**src/hdl/wcp_pkg.sv**
```systemverilog
// shared types and constants of the wav chunk parser
package wcp_pkg;

    localparam logic [31:0] TAG_RIFF = 32'h5249_4646;
    localparam logic [31:0] TAG_WAVE = 32'h5741_5645;
    localparam logic [31:0] TAG_FMT  = 32'h666D_7420;
    localparam logic [31:0] TAG_DATA = 32'h6461_7461;
    localparam logic [31:0] FMT_BODY_BYTES = 32'd16;
    localparam logic [15:0] PCM_CODE = 16'd1;
    localparam logic [15:0] PCM_BITS = 16'd16;
    localparam logic [15:0] CHANNEL_SELECT_RESET = 16'd1;
    localparam int unsigned QUEUE_DEPTH = 4;

    typedef enum logic [2:0] {
        PH_HEADER,
        PH_CHUNK,
        PH_FMT,
        PH_SKIP,
        PH_DATA,
        PH_DRAIN
    } phase_t;

    typedef enum logic [3:0] {
        ST_OK           = 4'd0,
        ST_HEADER_SHORT = 4'd1,
        ST_NOT_RIFF     = 4'd2,
        ST_FMT_SMALL    = 4'd3,
        ST_FMT_SHORT    = 4'd4,
        ST_NO_FMT       = 4'd5,
        ST_NO_DATA      = 4'd6,
        ST_NOT_PCM      = 4'd7,
        ST_NOT_16BIT    = 4'd8,
        ST_BAD_CHANNEL  = 4'd9,
        ST_DATA_SHORT   = 4'd10
    } status_t;

    typedef enum logic {
        KIND_SAMPLE = 1'b0,
        KIND_STATUS = 1'b1
    } kind_t;

    typedef struct packed {
        logic [7:0] file_byte;
        logic       end_of_file;
    } beat_t;

    typedef struct packed {
        kind_t              kind;
        logic signed [15:0] sample;
        status_t            status;
        logic [31:0]        sample_rate;
        logic [15:0]        channel_count;
        logic [30:0]        frame_count;
        logic               last_result;
    } res_t;

    typedef struct packed {
        res_t       r0;
        res_t       r1;
        logic [1:0] n;
    } push_t;

endpackage

```
**src/hdl/wcp_in_if.sv**
```systemverilog
// input byte channel
interface wcp_in_if;
    logic       valid;
    logic       ready;
    logic [7:0] file_byte;
    logic       end_of_file;

    modport source (output valid, file_byte, end_of_file, input ready);
    modport sink (input valid, file_byte, end_of_file, output ready);
endinterface

```
**src/hdl/wcp_out_if.sv**
```systemverilog
// result channel
interface wcp_out_if;
    logic               valid;
    logic               ready;
    logic               kind;
    logic signed [15:0] sample;
    logic [3:0]         status;
    logic [31:0]        sample_rate;
    logic [15:0]        channel_count;
    logic [30:0]        frame_count;
    logic               last_result;

    modport source (output valid, kind, sample, status, sample_rate, channel_count,
                    frame_count, last_result, input ready);
    modport sink (input valid, kind, sample, status, sample_rate, channel_count,
                  frame_count, last_result, output ready);
endinterface

```
**src/hdl/wcp_cfg_if.sv**
```systemverilog
// channel select write channel
interface wcp_cfg_if;
    logic        valid;
    logic        ready;
    logic [15:0] data;

    modport source (output valid, data, input ready);
    modport sink (input valid, data, output ready);
endinterface

```
**src/hdl/wav_chunk_parser_channel_extract_top.sv**
```systemverilog
// RIFF/WAVE parser takes one file byte per cycle through an input register,
// updates the parse state in one pass and writes zero, one or two results into
// a four-entry result queue; the result channel reads the queue head. A byte
// leaves the input register whenever the queue has at least two free entries,
// so with the result side ready the block sustains one byte per clock. A result
// is written into the queue when its byte leaves the input register and is
// presented from the queue head. channel_select can be written at any time
// over the cfg channel, which is always ready.
module wav_chunk_parser_channel_extract_top (
    input logic        clk,
    input logic        rst_n,
    wcp_cfg_if.sink    cfg,
    wcp_in_if.sink     in_ch,
    wcp_out_if.source  out_ch
);
    import wcp_pkg::*;

    beat_t in_beat;
    beat_t beat;
    logic  room;
    logic  go;
    push_t push;
    res_t  head;
    logic  head_valid;

    assign in_beat.file_byte   = in_ch.file_byte;
    assign in_beat.end_of_file = in_ch.end_of_file;
    assign cfg.ready           = 1'b1;

    wcp_in_stage u_in_stage (
        .clk      (clk),
        .rst_n    (rst_n),
        .in_valid (in_ch.valid),
        .in_ready (in_ch.ready),
        .in_beat  (in_beat),
        .room     (room),
        .go       (go),
        .beat     (beat)
    );

    wcp_parse_core u_parse_core (
        .clk      (clk),
        .rst_n    (rst_n),
        .go       (go),
        .beat     (beat),
        .cfg_we   (cfg.valid),
        .cfg_data (cfg.data),
        .push     (push)
    );

    wcp_out_queue u_out_queue (
        .clk        (clk),
        .rst_n      (rst_n),
        .push       (push),
        .room       (room),
        .head_valid (head_valid),
        .pop        (out_ch.valid && out_ch.ready),
        .head       (head)
    );

    assign out_ch.valid         = head_valid;
    assign out_ch.kind          = head.kind;
    assign out_ch.sample        = head.sample;
    assign out_ch.status        = head.status;
    assign out_ch.sample_rate   = head.sample_rate;
    assign out_ch.channel_count = head.channel_count;
    assign out_ch.frame_count   = head.frame_count;
    assign out_ch.last_result   = head.last_result;

endmodule

```
**src/hdl/wcp_in_stage.sv**
```systemverilog
// input register stage of the wav chunk parser
module wcp_in_stage (
    input  logic          clk,
    input  logic          rst_n,
    input  logic          in_valid,
    output logic          in_ready,
    input  wcp_pkg::beat_t in_beat,
    input  logic          room,
    output logic          go,
    output wcp_pkg::beat_t beat
);
    import wcp_pkg::*;

    logic  valid_reg;
    beat_t beat_reg;

    assign go       = valid_reg && room;
    assign in_ready = !valid_reg || go;
    assign beat     = beat_reg;

    always_ff @(posedge clk or negedge rst_n)
    begin
        if (!rst_n)
        begin
            valid_reg <= 1'b0;
        end
        else if (in_valid && in_ready)
        begin
            valid_reg <= 1'b1;
        end
        else if (go)
        begin
            valid_reg <= 1'b0;
        end
    end

    always_ff @(posedge clk)
    begin
        if (in_valid && in_ready)
        begin
            beat_reg <= in_beat;
        end
    end

endmodule

```
**src/hdl/wcp_parse_core.sv**
```systemverilog
// riff/wave parse state and per-byte result logic
module wcp_parse_core (
    input  logic           clk,
    input  logic           rst_n,
    input  logic           go,
    input  wcp_pkg::beat_t beat,
    input  logic           cfg_we,
    input  logic [15:0]    cfg_data,
    output wcp_pkg::push_t push
);
    import wcp_pkg::*;

    phase_t      phase_reg, phase_step, phase_next;
    logic [32:0] cnt_reg, cnt_step;
    logic [31:0] tag_reg, tag_step;
    logic [31:0] len_reg, len_step;
    logic        fmt_seen_reg, fmt_seen_step;
    logic [15:0] fmt_code_reg, fmt_code_step;
    logic [15:0] chan_reg, chan_step;
    logic [31:0] rate_reg, rate_step;
    logic [15:0] bits_reg, bits_step;
    logic [31:0] rem_reg, rem_step;
    logic [16:0] fpos_reg, fpos_step;
    logic [7:0]  low_reg, low_step;
    logic [30:0] frames_reg, frames_step;
    logic [15:0] sel_reg;

    logic [7:0]  b;
    logic        eof;
    logic [31:0] tag_sh_lo, tag_sh_hi, len_cat, rem_cat, len_less16;
    logic        hdr_last, hdr_ok, chunk_last, is_fmt, is_data, fmt_last, skip_last;
    logic [32:0] skip_chunk, skip_fmt;
    logic        chk_emit;
    status_t     chk_code;
    logic        sel_ok, at_low, at_high, whole, data_last, smp_emit;
    logic [16:0] target, frame_bytes, fpos_inc;
    logic        st_step;
    status_t     st_step_code, eof_code, st_code;
    logic        st_valid;
    res_t        smp_res, stat_res;

    // decode
    always_comb
    begin
        b          = beat.file_byte;
        eof        = beat.end_of_file;
        tag_sh_lo  = {tag_reg[23:0], b};
        tag_sh_hi  = {b, tag_reg[31:8]};
        len_cat    = {b, len_reg[31:8]};
        rem_cat    = {b, rem_reg[31:8]};
        hdr_last   = cnt_reg == 33'd11;
        hdr_ok     = (len_reg == TAG_RIFF) && (tag_sh_lo == TAG_WAVE);
        chunk_last = cnt_reg == 33'd7;
        is_fmt     = tag_reg == TAG_FMT;
        is_data    = tag_reg == TAG_DATA;
        fmt_last   = cnt_reg == 33'd15;
        skip_last  = cnt_reg == 33'd1;
        skip_chunk = {1'b0, len_cat} + {32'd0, len_cat[0]};
        len_less16 = len_reg - FMT_BODY_BYTES;
        skip_fmt   = {1'b0, len_less16} + {32'd0, len_reg[0]};
        sel_ok      = (sel_reg != 16'd0) && (sel_reg <= chan_reg);
        target      = {sel_reg - 16'd1, 1'b0};
        frame_bytes = {chan_reg, 1'b0};
        fpos_inc    = fpos_reg + 17'd1;
        at_low      = fpos_reg == target;
        at_high     = fpos_reg == (target + 17'd1);
        whole       = ({1'b0, rem_reg} + {16'd0, fpos_reg}) >= {16'd0, frame_bytes};
        data_last   = rem_reg == 32'd1;
        smp_emit    = (phase_reg == PH_DATA) && sel_ok && !at_low && at_high && whole;

        chk_emit = 1'b0;
        chk_code = ST_OK;
        if (is_fmt)
        begin
            if (len_cat < FMT_BODY_BYTES)
            begin
                chk_emit = 1'b1;
                chk_code = ST_FMT_SMALL;
            end
        end
        else if (is_data)
        begin
            chk_emit = 1'b1;
            priority if (!fmt_seen_reg)
                chk_code = ST_NO_FMT;
            else if (fmt_code_reg != PCM_CODE)
                chk_code = ST_NOT_PCM;
            else if (bits_reg != PCM_BITS)
                chk_code = ST_NOT_16BIT;
            else if (!sel_ok)
                chk_code = ST_BAD_CHANNEL;
            else if (len_cat == 32'd0)
                chk_code = ST_OK;
            else
                chk_emit = 1'b0;
        end

        st_step      = 1'b0;
        st_step_code = ST_OK;
        unique case (phase_reg)
            PH_HEADER:
            begin
                st_step      = hdr_last && !hdr_ok;
                st_step_code = ST_NOT_RIFF;
            end
            PH_CHUNK:
            begin
                st_step      = chunk_last && chk_emit;
                st_step_code = chk_code;
            end
            PH_DATA:
            begin
                st_step      = data_last;
                st_step_code = ST_OK;
            end
            default:
            begin
                st_step      = 1'b0;
                st_step_code = ST_OK;
            end
        endcase
    end

    // next state
    always_comb
    begin
        phase_step = phase_reg;
        unique case (phase_reg)
            PH_HEADER:
                if (hdr_last)
                    phase_step = hdr_ok ? PH_CHUNK : PH_DRAIN;
            PH_CHUNK:
                if (chunk_last)
                begin
                    priority if (chk_emit)
                        phase_step = PH_DRAIN;
                    else if (is_fmt)
                        phase_step = PH_FMT;
                    else if (is_data)
                        phase_step = PH_DATA;
                    else
                        phase_step = (skip_chunk == 33'd0) ? PH_CHUNK : PH_SKIP;
                end
            PH_FMT:
                if (fmt_last)
                    phase_step = (skip_fmt == 33'd0) ? PH_CHUNK : PH_SKIP;
            PH_SKIP:
                if (skip_last)
                    phase_step = PH_CHUNK;
            PH_DATA:
                if (data_last)
                    phase_step = PH_DRAIN;
            default:
                phase_step = PH_DRAIN;
        endcase
        phase_next = eof ? PH_HEADER : phase_step;
    end

    // datapath
    always_comb
    begin
        cnt_step      = cnt_reg;
        tag_step      = tag_reg;
        len_step      = len_reg;
        fmt_seen_step = fmt_seen_reg;
        fmt_code_step = fmt_code_reg;
        chan_step     = chan_reg;
        rate_step     = rate_reg;
        bits_step     = bits_reg;
        rem_step      = rem_reg;
        fpos_step     = fpos_reg;
        low_step      = low_reg;
        frames_step   = frames_reg;
        unique case (phase_reg)
            PH_HEADER:
            begin
                tag_step = tag_sh_lo;
                if (cnt_reg == 33'd3)
                    len_step = tag_sh_lo;
                cnt_step = hdr_last ? 33'd0 : cnt_reg + 33'd1;
            end
            PH_CHUNK:
            begin
                if (cnt_reg < 33'd4)
                    tag_step = tag_sh_lo;
                else
                    len_step = len_cat;
                cnt_step = cnt_reg + 33'd1;
                if (chunk_last)
                begin
                    cnt_step = 33'd0;
                    if (is_data && !chk_emit)
                    begin
                        rem_step  = len_cat;
                        fpos_step = 17'd0;
                    end
                    else if (!is_fmt && !is_data)
                        cnt_step = skip_chunk;
                end
            end
            PH_FMT:
            begin
                if (cnt_reg < 33'd4)
                    tag_step = tag_sh_hi;
                else if (cnt_reg < 33'd8)
                    rem_step = rem_cat;
                else if (cnt_reg == 33'd14)
                    low_step = b;
                if (fmt_last)
                begin
                    fmt_code_step = tag_reg[15:0];
                    chan_step     = tag_reg[31:16];
                    rate_step     = rem_reg;
                    bits_step     = {b, low_reg};
                    fmt_seen_step = 1'b1;
                    rem_step      = 32'd0;
                    cnt_step      = skip_fmt;
                end
                else
                    cnt_step = cnt_reg + 33'd1;
            end
            PH_SKIP:
                cnt_step = cnt_reg - 33'd1;
            PH_DATA:
            begin
                if (sel_ok && at_low)
                    low_step = b;
                if (smp_emit)
                    frames_step = frames_reg + 31'd1;
                fpos_step = (fpos_inc >= frame_bytes) ? 17'd0 : fpos_inc;
                rem_step  = rem_reg - 32'd1;
            end
            default:
                cnt_step = cnt_reg;
        endcase
    end

    // results
    always_comb
    begin
        priority if (phase_step == PH_HEADER)
            eof_code = ST_HEADER_SHORT;
        else if (phase_step == PH_FMT)
            eof_code = ST_FMT_SHORT;
        else if (phase_step == PH_DATA)
            eof_code = ST_DATA_SHORT;
        else
            eof_code = fmt_seen_step ? ST_NO_DATA : ST_NO_FMT;

        st_valid = st_step || (eof && (phase_step != PH_DRAIN));
        st_code  = st_step ? st_step_code : eof_code;

        smp_res               = '0;
        smp_res.kind          = KIND_SAMPLE;
        smp_res.sample        = {b, low_reg};
        smp_res.status        = ST_OK;

        stat_res               = '0;
        stat_res.kind          = KIND_STATUS;
        stat_res.status        = st_code;
        stat_res.sample_rate   = rate_step;
        stat_res.channel_count = chan_step;
        stat_res.frame_count   = frames_step;
        stat_res.last_result   = 1'b1;

        push.r0 = smp_emit ? smp_res : stat_res;
        push.r1 = stat_res;
        push.n  = go ? ({1'b0, smp_emit} + {1'b0, st_valid}) : 2'd0;
    end

    always_ff @(posedge clk or negedge rst_n)
    begin
        if (!rst_n)
        begin
            phase_reg    <= PH_HEADER;
            cnt_reg      <= '0;
            tag_reg      <= '0;
            len_reg      <= '0;
            fmt_seen_reg <= 1'b0;
            fmt_code_reg <= '0;
            chan_reg     <= '0;
            rate_reg     <= '0;
            bits_reg     <= '0;
            rem_reg      <= '0;
            fpos_reg     <= '0;
            low_reg      <= '0;
            frames_reg   <= '0;
        end
        else if (go)
        begin
            phase_reg    <= phase_next;
            cnt_reg      <= eof ? '0 : cnt_step;
            tag_reg      <= eof ? '0 : tag_step;
            len_reg      <= eof ? '0 : len_step;
            fmt_seen_reg <= eof ? 1'b0 : fmt_seen_step;
            fmt_code_reg <= eof ? '0 : fmt_code_step;
            chan_reg     <= eof ? '0 : chan_step;
            rate_reg     <= eof ? '0 : rate_step;
            bits_reg     <= eof ? '0 : bits_step;
            rem_reg      <= eof ? '0 : rem_step;
            fpos_reg     <= eof ? '0 : fpos_step;
            low_reg      <= eof ? '0 : low_step;
            frames_reg   <= eof ? '0 : frames_step;
        end
    end

    always_ff @(posedge clk or negedge rst_n)
    begin
        if (!rst_n)
        begin
            sel_reg <= CHANNEL_SELECT_RESET;
        end
        else if (cfg_we)
        begin
            sel_reg <= cfg_data;
        end
    end

    a_eof_restart: assert property (@(posedge clk) disable iff (!rst_n)
        go && eof |=> phase_reg == PH_HEADER && frames_reg == 31'd0)
        else $error("parser did not restart after end of file");

    a_drain_quiet: assert property (@(posedge clk) disable iff (!rst_n)
        go && phase_reg == PH_DRAIN && !eof |-> push.n == 2'd0)
        else $error("result produced while draining");

    a_two_needs_sample: assert property (@(posedge clk) disable iff (!rst_n)
        push.n == 2'd2 |-> smp_emit && push.r1.kind == KIND_STATUS)
        else $error("two results without a sample");

endmodule

```
**src/hdl/wcp_out_queue.sv**
```systemverilog
// small result queue between the parser and the result channel
module wcp_out_queue (
    input  logic           clk,
    input  logic           rst_n,
    input  wcp_pkg::push_t push,
    output logic           room,
    output logic           head_valid,
    input  logic           pop,
    output wcp_pkg::res_t  head
);
    import wcp_pkg::*;

    localparam int unsigned PTR_W = $clog2(QUEUE_DEPTH);
    localparam int unsigned CNT_W = $clog2(QUEUE_DEPTH + 1);

    res_t             mem_reg [QUEUE_DEPTH];
    logic [PTR_W-1:0] wr_ptr_reg, wr_ptr_next, rd_ptr_reg, wr_ptr_inc;
    logic [CNT_W-1:0] count_reg, count_next;

    assign wr_ptr_inc = wr_ptr_reg + PTR_W'(1);
    assign wr_ptr_next = wr_ptr_reg + PTR_W'(push.n);
    assign count_next = count_reg + CNT_W'(push.n) - CNT_W'(pop);
    assign room       = count_reg <= CNT_W'(QUEUE_DEPTH - 2);
    assign head_valid = count_reg != '0;
    assign head       = mem_reg[rd_ptr_reg];

    always_ff @(posedge clk)
    begin
        if (push.n != 2'd0)
        begin
            mem_reg[wr_ptr_reg] <= push.r0;
        end
        if (push.n == 2'd2)
        begin
            mem_reg[wr_ptr_inc] <= push.r1;
        end
    end

    always_ff @(posedge clk or negedge rst_n)
    begin
        if (!rst_n)
        begin
            wr_ptr_reg <= '0;
            rd_ptr_reg <= '0;
            count_reg  <= '0;
        end
        else
        begin
            wr_ptr_reg <= wr_ptr_next;
            count_reg  <= count_next;
            if (pop)
            begin
                rd_ptr_reg <= rd_ptr_reg + PTR_W'(1);
            end
        end
    end

    a_push_has_room: assert property (@(posedge clk) disable iff (!rst_n)
        push.n != 2'd0 |-> room)
        else $error("push into a full result queue");

    a_no_overflow: assert property (@(posedge clk) disable iff (!rst_n)
        count_reg <= CNT_W'(QUEUE_DEPTH))
        else $error("result queue overflow");

    a_no_underflow: assert property (@(posedge clk) disable iff (!rst_n)
        pop |-> count_reg != '0)
        else $error("pop from an empty result queue");

endmodule
```
**src/flat_wrapper.sv**
```systemverilog
// flat-port wrapper written by rule: the top's interface ports become plain ports
module wav_chunk_parser_channel_extract_top_flat import wcp_pkg::*;
  (clk, rst_n, cfg_valid, cfg_data, cfg_ready, in_ch_valid, in_ch_file_byte, in_ch_end_of_file, in_ch_ready, out_ch_valid, out_ch_kind, out_ch_sample, out_ch_status, out_ch_sample_rate, out_ch_channel_count, out_ch_frame_count, out_ch_last_result, out_ch_ready);
  wcp_cfg_if cfg_i ();
  wcp_in_if in_ch_i ();
  wcp_out_if out_ch_i ();
  input logic clk;
  input logic rst_n;
  input wire logic [$bits(cfg_i.valid)-1:0] cfg_valid;
  input wire logic [$bits(cfg_i.data)-1:0] cfg_data;
  output wire logic [$bits(cfg_i.ready)-1:0] cfg_ready;
  input wire logic [$bits(in_ch_i.valid)-1:0] in_ch_valid;
  input wire logic [$bits(in_ch_i.file_byte)-1:0] in_ch_file_byte;
  input wire logic [$bits(in_ch_i.end_of_file)-1:0] in_ch_end_of_file;
  output wire logic [$bits(in_ch_i.ready)-1:0] in_ch_ready;
  output wire logic [$bits(out_ch_i.valid)-1:0] out_ch_valid;
  output wire logic [$bits(out_ch_i.kind)-1:0] out_ch_kind;
  output wire logic [$bits(out_ch_i.sample)-1:0] out_ch_sample;
  output wire logic [$bits(out_ch_i.status)-1:0] out_ch_status;
  output wire logic [$bits(out_ch_i.sample_rate)-1:0] out_ch_sample_rate;
  output wire logic [$bits(out_ch_i.channel_count)-1:0] out_ch_channel_count;
  output wire logic [$bits(out_ch_i.frame_count)-1:0] out_ch_frame_count;
  output wire logic [$bits(out_ch_i.last_result)-1:0] out_ch_last_result;
  input wire logic [$bits(out_ch_i.ready)-1:0] out_ch_ready;
  assign cfg_i.valid = cfg_valid;
  assign cfg_i.data = cfg_data;
  assign cfg_ready = cfg_i.ready;
  assign in_ch_i.valid = in_ch_valid;
  assign in_ch_i.file_byte = in_ch_file_byte;
  assign in_ch_i.end_of_file = in_ch_end_of_file;
  assign in_ch_ready = in_ch_i.ready;
  assign out_ch_valid = out_ch_i.valid;
  assign out_ch_kind = out_ch_i.kind;
  assign out_ch_sample = out_ch_i.sample;
  assign out_ch_status = out_ch_i.status;
  assign out_ch_sample_rate = out_ch_i.sample_rate;
  assign out_ch_channel_count = out_ch_i.channel_count;
  assign out_ch_frame_count = out_ch_i.frame_count;
  assign out_ch_last_result = out_ch_i.last_result;
  assign out_ch_i.ready = out_ch_ready;
  wav_chunk_parser_channel_extract_top u_core (.clk(clk), .rst_n(rst_n), .cfg(cfg_i), .in_ch(in_ch_i), .out_ch(out_ch_i));
endmodule
```
**config.mk**
```make
export PLATFORM = sky130hd
export DESIGN_NAME = wav_chunk_parser_channel_extract_top_flat
export DESIGN_NICKNAME = d
export VERILOG_FILES = /design/src/hdl/wcp_pkg.sv /design/src/hdl/wcp_in_if.sv /design/src/hdl/wcp_out_if.sv /design/src/hdl/wcp_cfg_if.sv /design/src/hdl/wav_chunk_parser_channel_extract_top.sv /design/src/hdl/wcp_in_stage.sv /design/src/hdl/wcp_parse_core.sv /design/src/hdl/wcp_out_queue.sv /design/src/flat_wrapper.sv
export SDC_FILE = /design/constraint.sdc
export NUM_CORES = 2
export LEC_CHECK = 0
export ABC_AREA = 1
export BUFFER_PORTS_ARGS = -buffer_cell sky130_fd_sc_hd__buf_2
export CAP_MARGIN = 10
export CORE_ASPECT_RATIO = 1.25
export CORE_MARGIN = 8
export CORE_UTILIZATION = 50
export DETAILED_ROUTE_END_ITERATION = 16
export PLACE_DENSITY = 0.68
export RECOVER_POWER = 100
export SYNTH_ARGS = -nofsm -noshare
export SYNTH_HDL_FRONTEND = slang
export SYNTH_SLANG_ARGS = --single-unit
export TNS_END_PERCENT = 30
```
**constraint.sdc**
```tcl
create_clock -name clk -period 7.5 [get_ports clk]
set_input_delay 1.125 -clock clk [delete_from_list [all_inputs] [get_ports clk]]
set_output_delay 1.125 -clock clk [all_outputs]
set_load 0.02 [all_outputs]
```
## Word-level counts from Yosys, hierarchy flattened

Memories as Yosys holds them, arrays and structs flattened.
Index checks and enable logic that the tools add are counted.

- Bits in registers: 302
- RAM bits: 404
- Input port bits: 30
- Output and inout port bits: 104
- Word-level logic and storage cells: 221
- Memories: 1

Memories:

| name | words | width | read ports | clocked after Yosys merged registers in | write ports | RTL line | source |
|---|---|---|---|---|---|---|---|
| u_core.u_out_queue.mem_reg | 4 | 101 | 1 | 0 | 2 | wcp_out_queue.sv:16 | `res_t mem_reg [QUEUE_DEPTH];` |

- Add/sub/neg operators: 17
- $lt $le $gt $ge: 7
- Equal/unequal tests: 35
- Mux-type cells: 94
- Reduce and logical (&&, ||, !) cells: 47

Operators by type and width:

| kind | number |
|---|---|
| 32-bit 2-to-1 mux | 15 |
| 33-bit 2-to-1 mux | 6 |
| 32-bit one-hot mux with 3 select lines | 2 |
| 16-bit 2-to-1 mux | 9 |
| 33-bit one-hot mux with 4 select lines | 1 |
| 32-bit by 31-bit == test with 1-bit output (second input constant) | 4 |
| 101-bit 2-to-1 mux | 1 |
| 33-bit by 4-bit == test with 1-bit output (second input constant) | 3 |
| 31-bit 2-to-1 mux | 3 |
| 17-bit 2-to-1 mux | 4 |
| 32-bit by 1-bit adder with 33-bit output | 2 |
| 33-bit zero test | 2 |
| 32-bit one-hot mux with 2 select lines | 1 |
| 4-bit 2-to-1 mux | 10 |
| 8-bit 2-to-1 mux | 5 |
| 17-bit by 1-bit adder with 17-bit output (second input constant) | 2 |
| 17-bit == test | 2 |
| 17-bit one-hot mux with 2 select lines | 1 |
| 32-bit by 17-bit adder with 33-bit output | 1 |
| 33-bit by 1-bit adder with 33-bit output (second input constant) | 1 |
| 33-bit by 1-bit == test with 1-bit output (second input constant) | 1 |
| 33-bit by 2-bit == test with 1-bit output (second input constant) | 1 |
| 33-bit by 3-bit == test with 1-bit output (second input constant) | 1 |
| 33-bit by 17-bit greater-or-equal comparator with 1-bit output | 1 |
| 48 further kinds | 121 |

## Depth between registers and ports, before layout

- Word-level depth: 19
- Gate-level depth with buffers: 37
- Gate-level depth less buffers: 34

## Cells and area by module

A second synthesis with hierarchy kept.

- Cell total of the unflattened synthesis: 6889
- Area, all modules: 48474.0 µm²

By module, submodules not included:

| module | times used | cells each | area each (µm²) | seq. area each (µm²) |
|---|---|---|---|---|
| wcp_parse_core | 1 | 3990 | 25458.2 | 7133.1 |
| wcp_out_queue | 1 | 2878 | 22674.2 | 12306.8 |
| wcp_in_stage | 1 | 17 | 322.8 | 295.3 |
| wav_chunk_parser_channel_extract_top | 1 | 4 | 18.8 | 0.0 |

## Worst setup path after synthesis

Ideal clock, no wire load.

- Kind: reg2reg
- From: register u_core.u_parse_core.rem_reg[0]
- To: memory u_core.u_out_queue.mem_reg[0][10] (netlist name) (enable)
- Library setup time: 480 ps
- Arrival: 6950 ps
- Data required time: 7020 ps
- Slack: 70 ps
- Cell stages (with the launch flop): 32
- Path buffers: 3
- Period minus slack after synthesis: 7430 ps
- Cells stage by stage: dfrtp_1 -> ha_1 -> fa_1 -> nand3_1 -> nand2_1 -> a21oi_1 -> o21ai_0 -> nand2_1 -> nand2_1 -> nand3_1 -> nand2_1 -> a21oi_1 -> xnor2_1 -> ha_1 -> nand2_1 -> o21ba_2 -> nand2_1 -> nor3_1 -> nand2_1 -> nor2_1 -> nand3_2 -> nand2_2 -> inv_2 -> buf_4 -> ha_1 -> inv_1 -> nor2_1 -> nor2_1 -> nor3_1 -> or2_2 -> buf_2 -> clkbuf_1

RTL lines:

| element | RTL line | source |
|---|---|---|
| start: declaration | wcp_parse_core.sv:22 | `logic [31:0] rem_reg, rem_step;` |
| start signal: assignment | wcp_parse_core.sv:300 | `rem_reg <= eof ? '0 : rem_step;` |
| end: declaration | wcp_out_queue.sv:16 |  |

## Worst setup path after layout

- From: register u_core.u_out_queue.count_reg[1]
- To: register u_core.u_parse_core.rate_reg[0]

- Word-level cells in the longest chain between the ends: 2

RTL lines:

| element | RTL line | source |
|---|---|---|
| start: declaration | wcp_out_queue.sv:18 | `logic [CNT_W-1:0] count_reg, count_next;` |
| start signal: assignment | wcp_out_queue.sv:50 | `count_reg <= count_next;` |
| 3-bit by 2-bit <= comparator with 1-bit output | wcp_out_queue.sv:23 | `assign room = count_reg <= CNT_W'(QUEUE_DEPTH - 2);` |
| 1-bit logical AND | wcp_in_stage.sv:17 | `assign go = valid_reg && room;` |
| end signal: assignment | wcp_parse_core.sv:298 | `rate_reg <= eof ? '0 : rate_step;` |
| end: declaration | wcp_parse_core.sv:20 | `logic [31:0] rate_reg, rate_step;` |

Every way passes these cells.
A chain may end at the register's enable or synchronous reset.

==> metrics.md <==
| Metric | Value |
|---|---|
| Outcome | `finished with violations` |
| Failing checks | `max-capacitance violations, max-slew violations` |
| HP Start | `u_core.u_out_queue.mem_reg[1][0]$_SDFFE_PP1N_` |
| Bufs and invs on worst path | `6` |
| Sw frac | `49.6%` |
| Cts hold-fix bufs | `0` |
| Grt met1 use | `38.4%` |
| Max FFs per register | `400` |
| Power density cells | `401 mW/mm²` |
| Grt peak-use layer | `met2` |
| Vias per cell | `5.96` |
| Syn Nets | `5429` |
| Sum of negative setup slack | `0 ns` |
| Fill cells | `7848` |
| CTS Buffer Depth | `3` |
| Count of cell types in the netlist | `70` |
| Tcrit/Tclk final | `approximately nine tenths` |
| All-Layer GR Usage | `30.4%` |
| Initial Util | `50.2%` |
| Seq pwr share | `30.2%` |
| Part of the power in combinational logic | `slightly below 50%` |
| WL/cell | `22.5 µm` |
| Die X | `approximately 270 µm` |
| Seq/Total Area, Yosys | `45.7%` |
| Worst-path clk slew | `0.06 ns` |
| Met3 GRT Util | `3.82%` |
| Clock Power Share | `20.7%` |
| Worst path required time | `7.84 ns` |
| RSZ-0062 raised after global routing | `no` |
| Final HPWL DP | `103000 µm` |
| Core Area | `0.0825 mm²` |
| Mean Syn Cell Area | `7.81 µm²` |
| Synth warn | `0` |
| Cells along the critical path | `inv_1, o21ai_0, nor2_4, buf_4, inv_1, nor2_1, clkbuf_1, inv_1, clkbuf_1, o21ai_0` |
| Clk_lat worst skew | `0.64 ns` |
| CTS Buf Count | `73` |
| Synth-to-Final Area Change | `8.26%` |
| First-pass GRT wire length | `219000 µm` |
| CP Data Arrival Time | `between 7 and 8 ns` |
| Crit Path Max Fanout | `78` |
| Post-synth EDFFs | `341` |
| Worst min path class | `register to register` |
| CP endpoint kind | `register` |
| Synth Register Bits | `702` |
| Final hold slack | `0.457 ns` |
| Async set-reset flop share out of synthesis | `41.7%` |
| Slowest cell on the critical path | `clkbuf_1` |
| Reg-to-Reg Start | `u_core.u_out_queue.count_reg[1]$_DFF_PN0_` |
| Least-Margin Pin Slew | `3.88 ns` |
| Final max-slew violation count | `756` |
| NetSw | `8.91 mW` |
| Max incr delay on CP | `2.56 ns` |
| Pre-antenna DRT Iters | `6` |
| Final setup violating endpoints | `0` |
| I/O pins | `134` |
| Total grt overflow | `0` |
| Placed standard-cell area | `about 0.043 mm²` |
| Final nets | `5404` |
| Startpoint class of the critical path | `register` |
| Routed via count | `between 30000 and 40000` |
| Max_cap viols | `11` |
| Port buffer count | `132` |
| H-Tree Depth | `3` |
| Final Hold Fails | `0` |
| Clock sink total | `~700` |
| DRC violations left | `0` |
| Placer Congestion | `1.00` |
| Internal power | `9.07 mW` |
| Synth Instances | `5312` |
| Post-layout min period | `a little under 7 ns` |
| Vias in the first global route | `36000` |
| R2R setup slack | `approximately 0.71 ns` |
| Die Ht | `338 µm` |
| Mapped cell area | `0.0415 mm²` |
| Root Buffer | `clkbuf_16` |
| Most Frequent Cell on Critical Path | `inv_1` |
| Primary FF master, synth | `edfxtp_1` |
| Largest net degree at the start of global routing | `163` |
| Met2 Use GR | `50.1%` |
| PostCTS Resize Cnt | `0` |
| Die ar. | `approximately 0.092 mm²` |
| DRT antenna net count | `0` |
| Crit path max-delay family | `buffers and inverters` |
| Max Clk Rate | `147 MHz` |
| CP Launch Point | `u_core.u_out_queue.count_reg[1]$_DFF_PN0_` |
| FP Rows | `~120` |
| Skew final | `0.0289 ns` |
| Initial antenna violation count | `2` |
| Share of cells above drive strength 1 | `under 10%` |
| Setup CP Type | `register to register` |
| VDD IR max | `around 0.00030 V` |
| Post-CTS setup buffer count | `0` |
| CTS tree | `done` |
| Final Cell Area | `roughly 0.045 mm²` |
| Leakage power | `17.9 nW` |
| Detailed-route wire length | `about 140000 µm` |
| Iter 0 DRT Violations | `4061` |
| Max-slew headroom | `-159%` |
## area by class of cell
class                           count  area, µm²  share of cell area (%)
Antenna cell                        2       5.00                  0.0112
Clock inverter                     29        332                   0.739
Multi-Input combinational cell   3773      19200                    42.7
Sequential cell                   702      18900                    42.2
Tap cell                         1080       1350                    3.01
Timing Repair Buffer              186        950                    2.12
Inverter                          551       2070                    4.62
Clock buffer                      106       2080                    4.64
## cells in the final DEF (no fill, tap or decap), types with 7 or more instances in the layout
cell type and n:
clkbuf_2 8, nand2_2 15, o22ai_1 242, clkinv_2 10, buf_2 31, xor2_1 124
xnor2_1 17, clkinv_1 14, nor4_1 54, edfxtp_1 341, nand4_1 98, nor3_1 101
clkbuf_16 74, a21oi_1 190, dfrtp_1 291, clkbuf_1 130, inv_1 533, dfxtp_1 68
clkbuf_8 11, o211ai_1 42, ha_1 85, buf_4 30, a31oi_1 26, nand3b_1 16
nor3_2 7, nand3_1 247, nor2_2 19, nand2_1 910, nor2_4 12, nor2_1 851
o21ai_0 608, o221ai_1 15, o2111ai_1 18
## metal layers
metal  up-vias  share of wire [%]
li1      18000                  -
met1     18300                 39
met2      1577                 47
met3       416                6.8
met4         0                6.7
met5         -                  0
## through the flow
stage / instances / total power, mW / setup WS (ns) / util [%]
finish: 6429 / 18.0 / 0.714 / 54.4
global route: 6427 / 19.1 / 0.222 / 54.4
CTS: 6427 / 18.0 / 0.874 / 54.7
global placement: 6292 / 14.2 / 1.04 / 51.8
detailed placement: 6292 / 14.3 / 0.886 / 51.8
floorplan: 5312 / 11.3 / 0.0702 / -
## worst paths after layout
kind                                                                      end  cells after the start
worst min-delay path            u_core.u_out_queue.mem_reg[1][0]$_SDFFE_PP1N_                      2
worst max register to register    u_core.u_parse_core.rate_reg[0]$_DFFE_PN0P_                     10
worst min register to register  u_core.u_out_queue.mem_reg[1][0]$_SDFFE_PP1N_                      2
max in group asynchronous         u_core.u_parse_core.rem_reg[11]$_DFFE_PN0P_                      2
worst max-delay path              u_core.u_parse_core.rate_reg[0]$_DFFE_PN0P_                     10
min in group asynchronous         u_core.u_parse_core.cnt_reg[12]$_DFFE_PN0P_                      1
## worst min-delay path, delay by kind of cell (launching register included)
| kind | cells | cell delay, ns |
|---|---|---|
| flip-flops | 1 | 0.31 |
| AND/OR/NAND/NOR | 2 | 0.11 |
## power groups by stage
| stage | registers [mW] | logic (mW) | clock network [mW] |
|---|---|---|---|
| 2_1_floorplan | 5.06 | 6.20 | 0 |
| 3_3_place_gp | 5.44 | 8.78 | 0 |
| 3_5_place_dp | 5.46 | 8.83 | 0 |
| 4_1_cts | 5.39 | 8.86 | 3.76 |
| 5_1_grt | 5.47 | 9.67 | 3.91 |
| 6_report | 5.43 | 8.83 | 3.73 |
## logic make-up (layout without fill, tap and decap cells)
group	count (synthesis)	count (layout)	share of synthesized area (%)
buffers and inverters	837	872	8.27
AOI/OAI and AO/OA	1183	1183	16.0
xor gates and xnor gates	142	142	3.03
DFF	702	702	45.7
and+or+nand+nor	2357	2357	24.3
other	1	3	0.00904
muxes	3	3	0.0815
adders and majority gates	87	87	2.66
## cells in the mapped netlist (9+ instances only)
master,instances,share of area (%)
buf_6,24,0.65
nor3_1,101,1.2
o211ai_1,42,0.76
a21oi_1,192,2.3
dfrtp_1,292,18
a31oi_1,26,0.39
clkinv_1,12,0.11
nand2_1,911,8.2
inv_2,11,0.10
xnor2_1,17,0.36
xor2_1,124,2.6
o21ai_0,558,6.7
buf_4,13,0.24
o2111ai_1,18,0.38
ha_1,85,2.6
edfxtp_1,341,25
nand4_1,98,1.5
nand3_1,245,3.0
nand3b_1,16,0.29
nor4_1,54,0.81
clkbuf_1,206,1.9
nor2_2,22,0.33
o21ai_1,55,0.66
buf_2,38,0.46
dfxtp_1,68,3.3
nor2_1,850,7.7
inv_1,528,4.8
nor2_4,10,0.27
or2_2,9,0.14
nand2_2,14,0.21
o221ai_1,15,0.32
o22ai_1,242,3.7
Power figures use the tool's default switching activity.
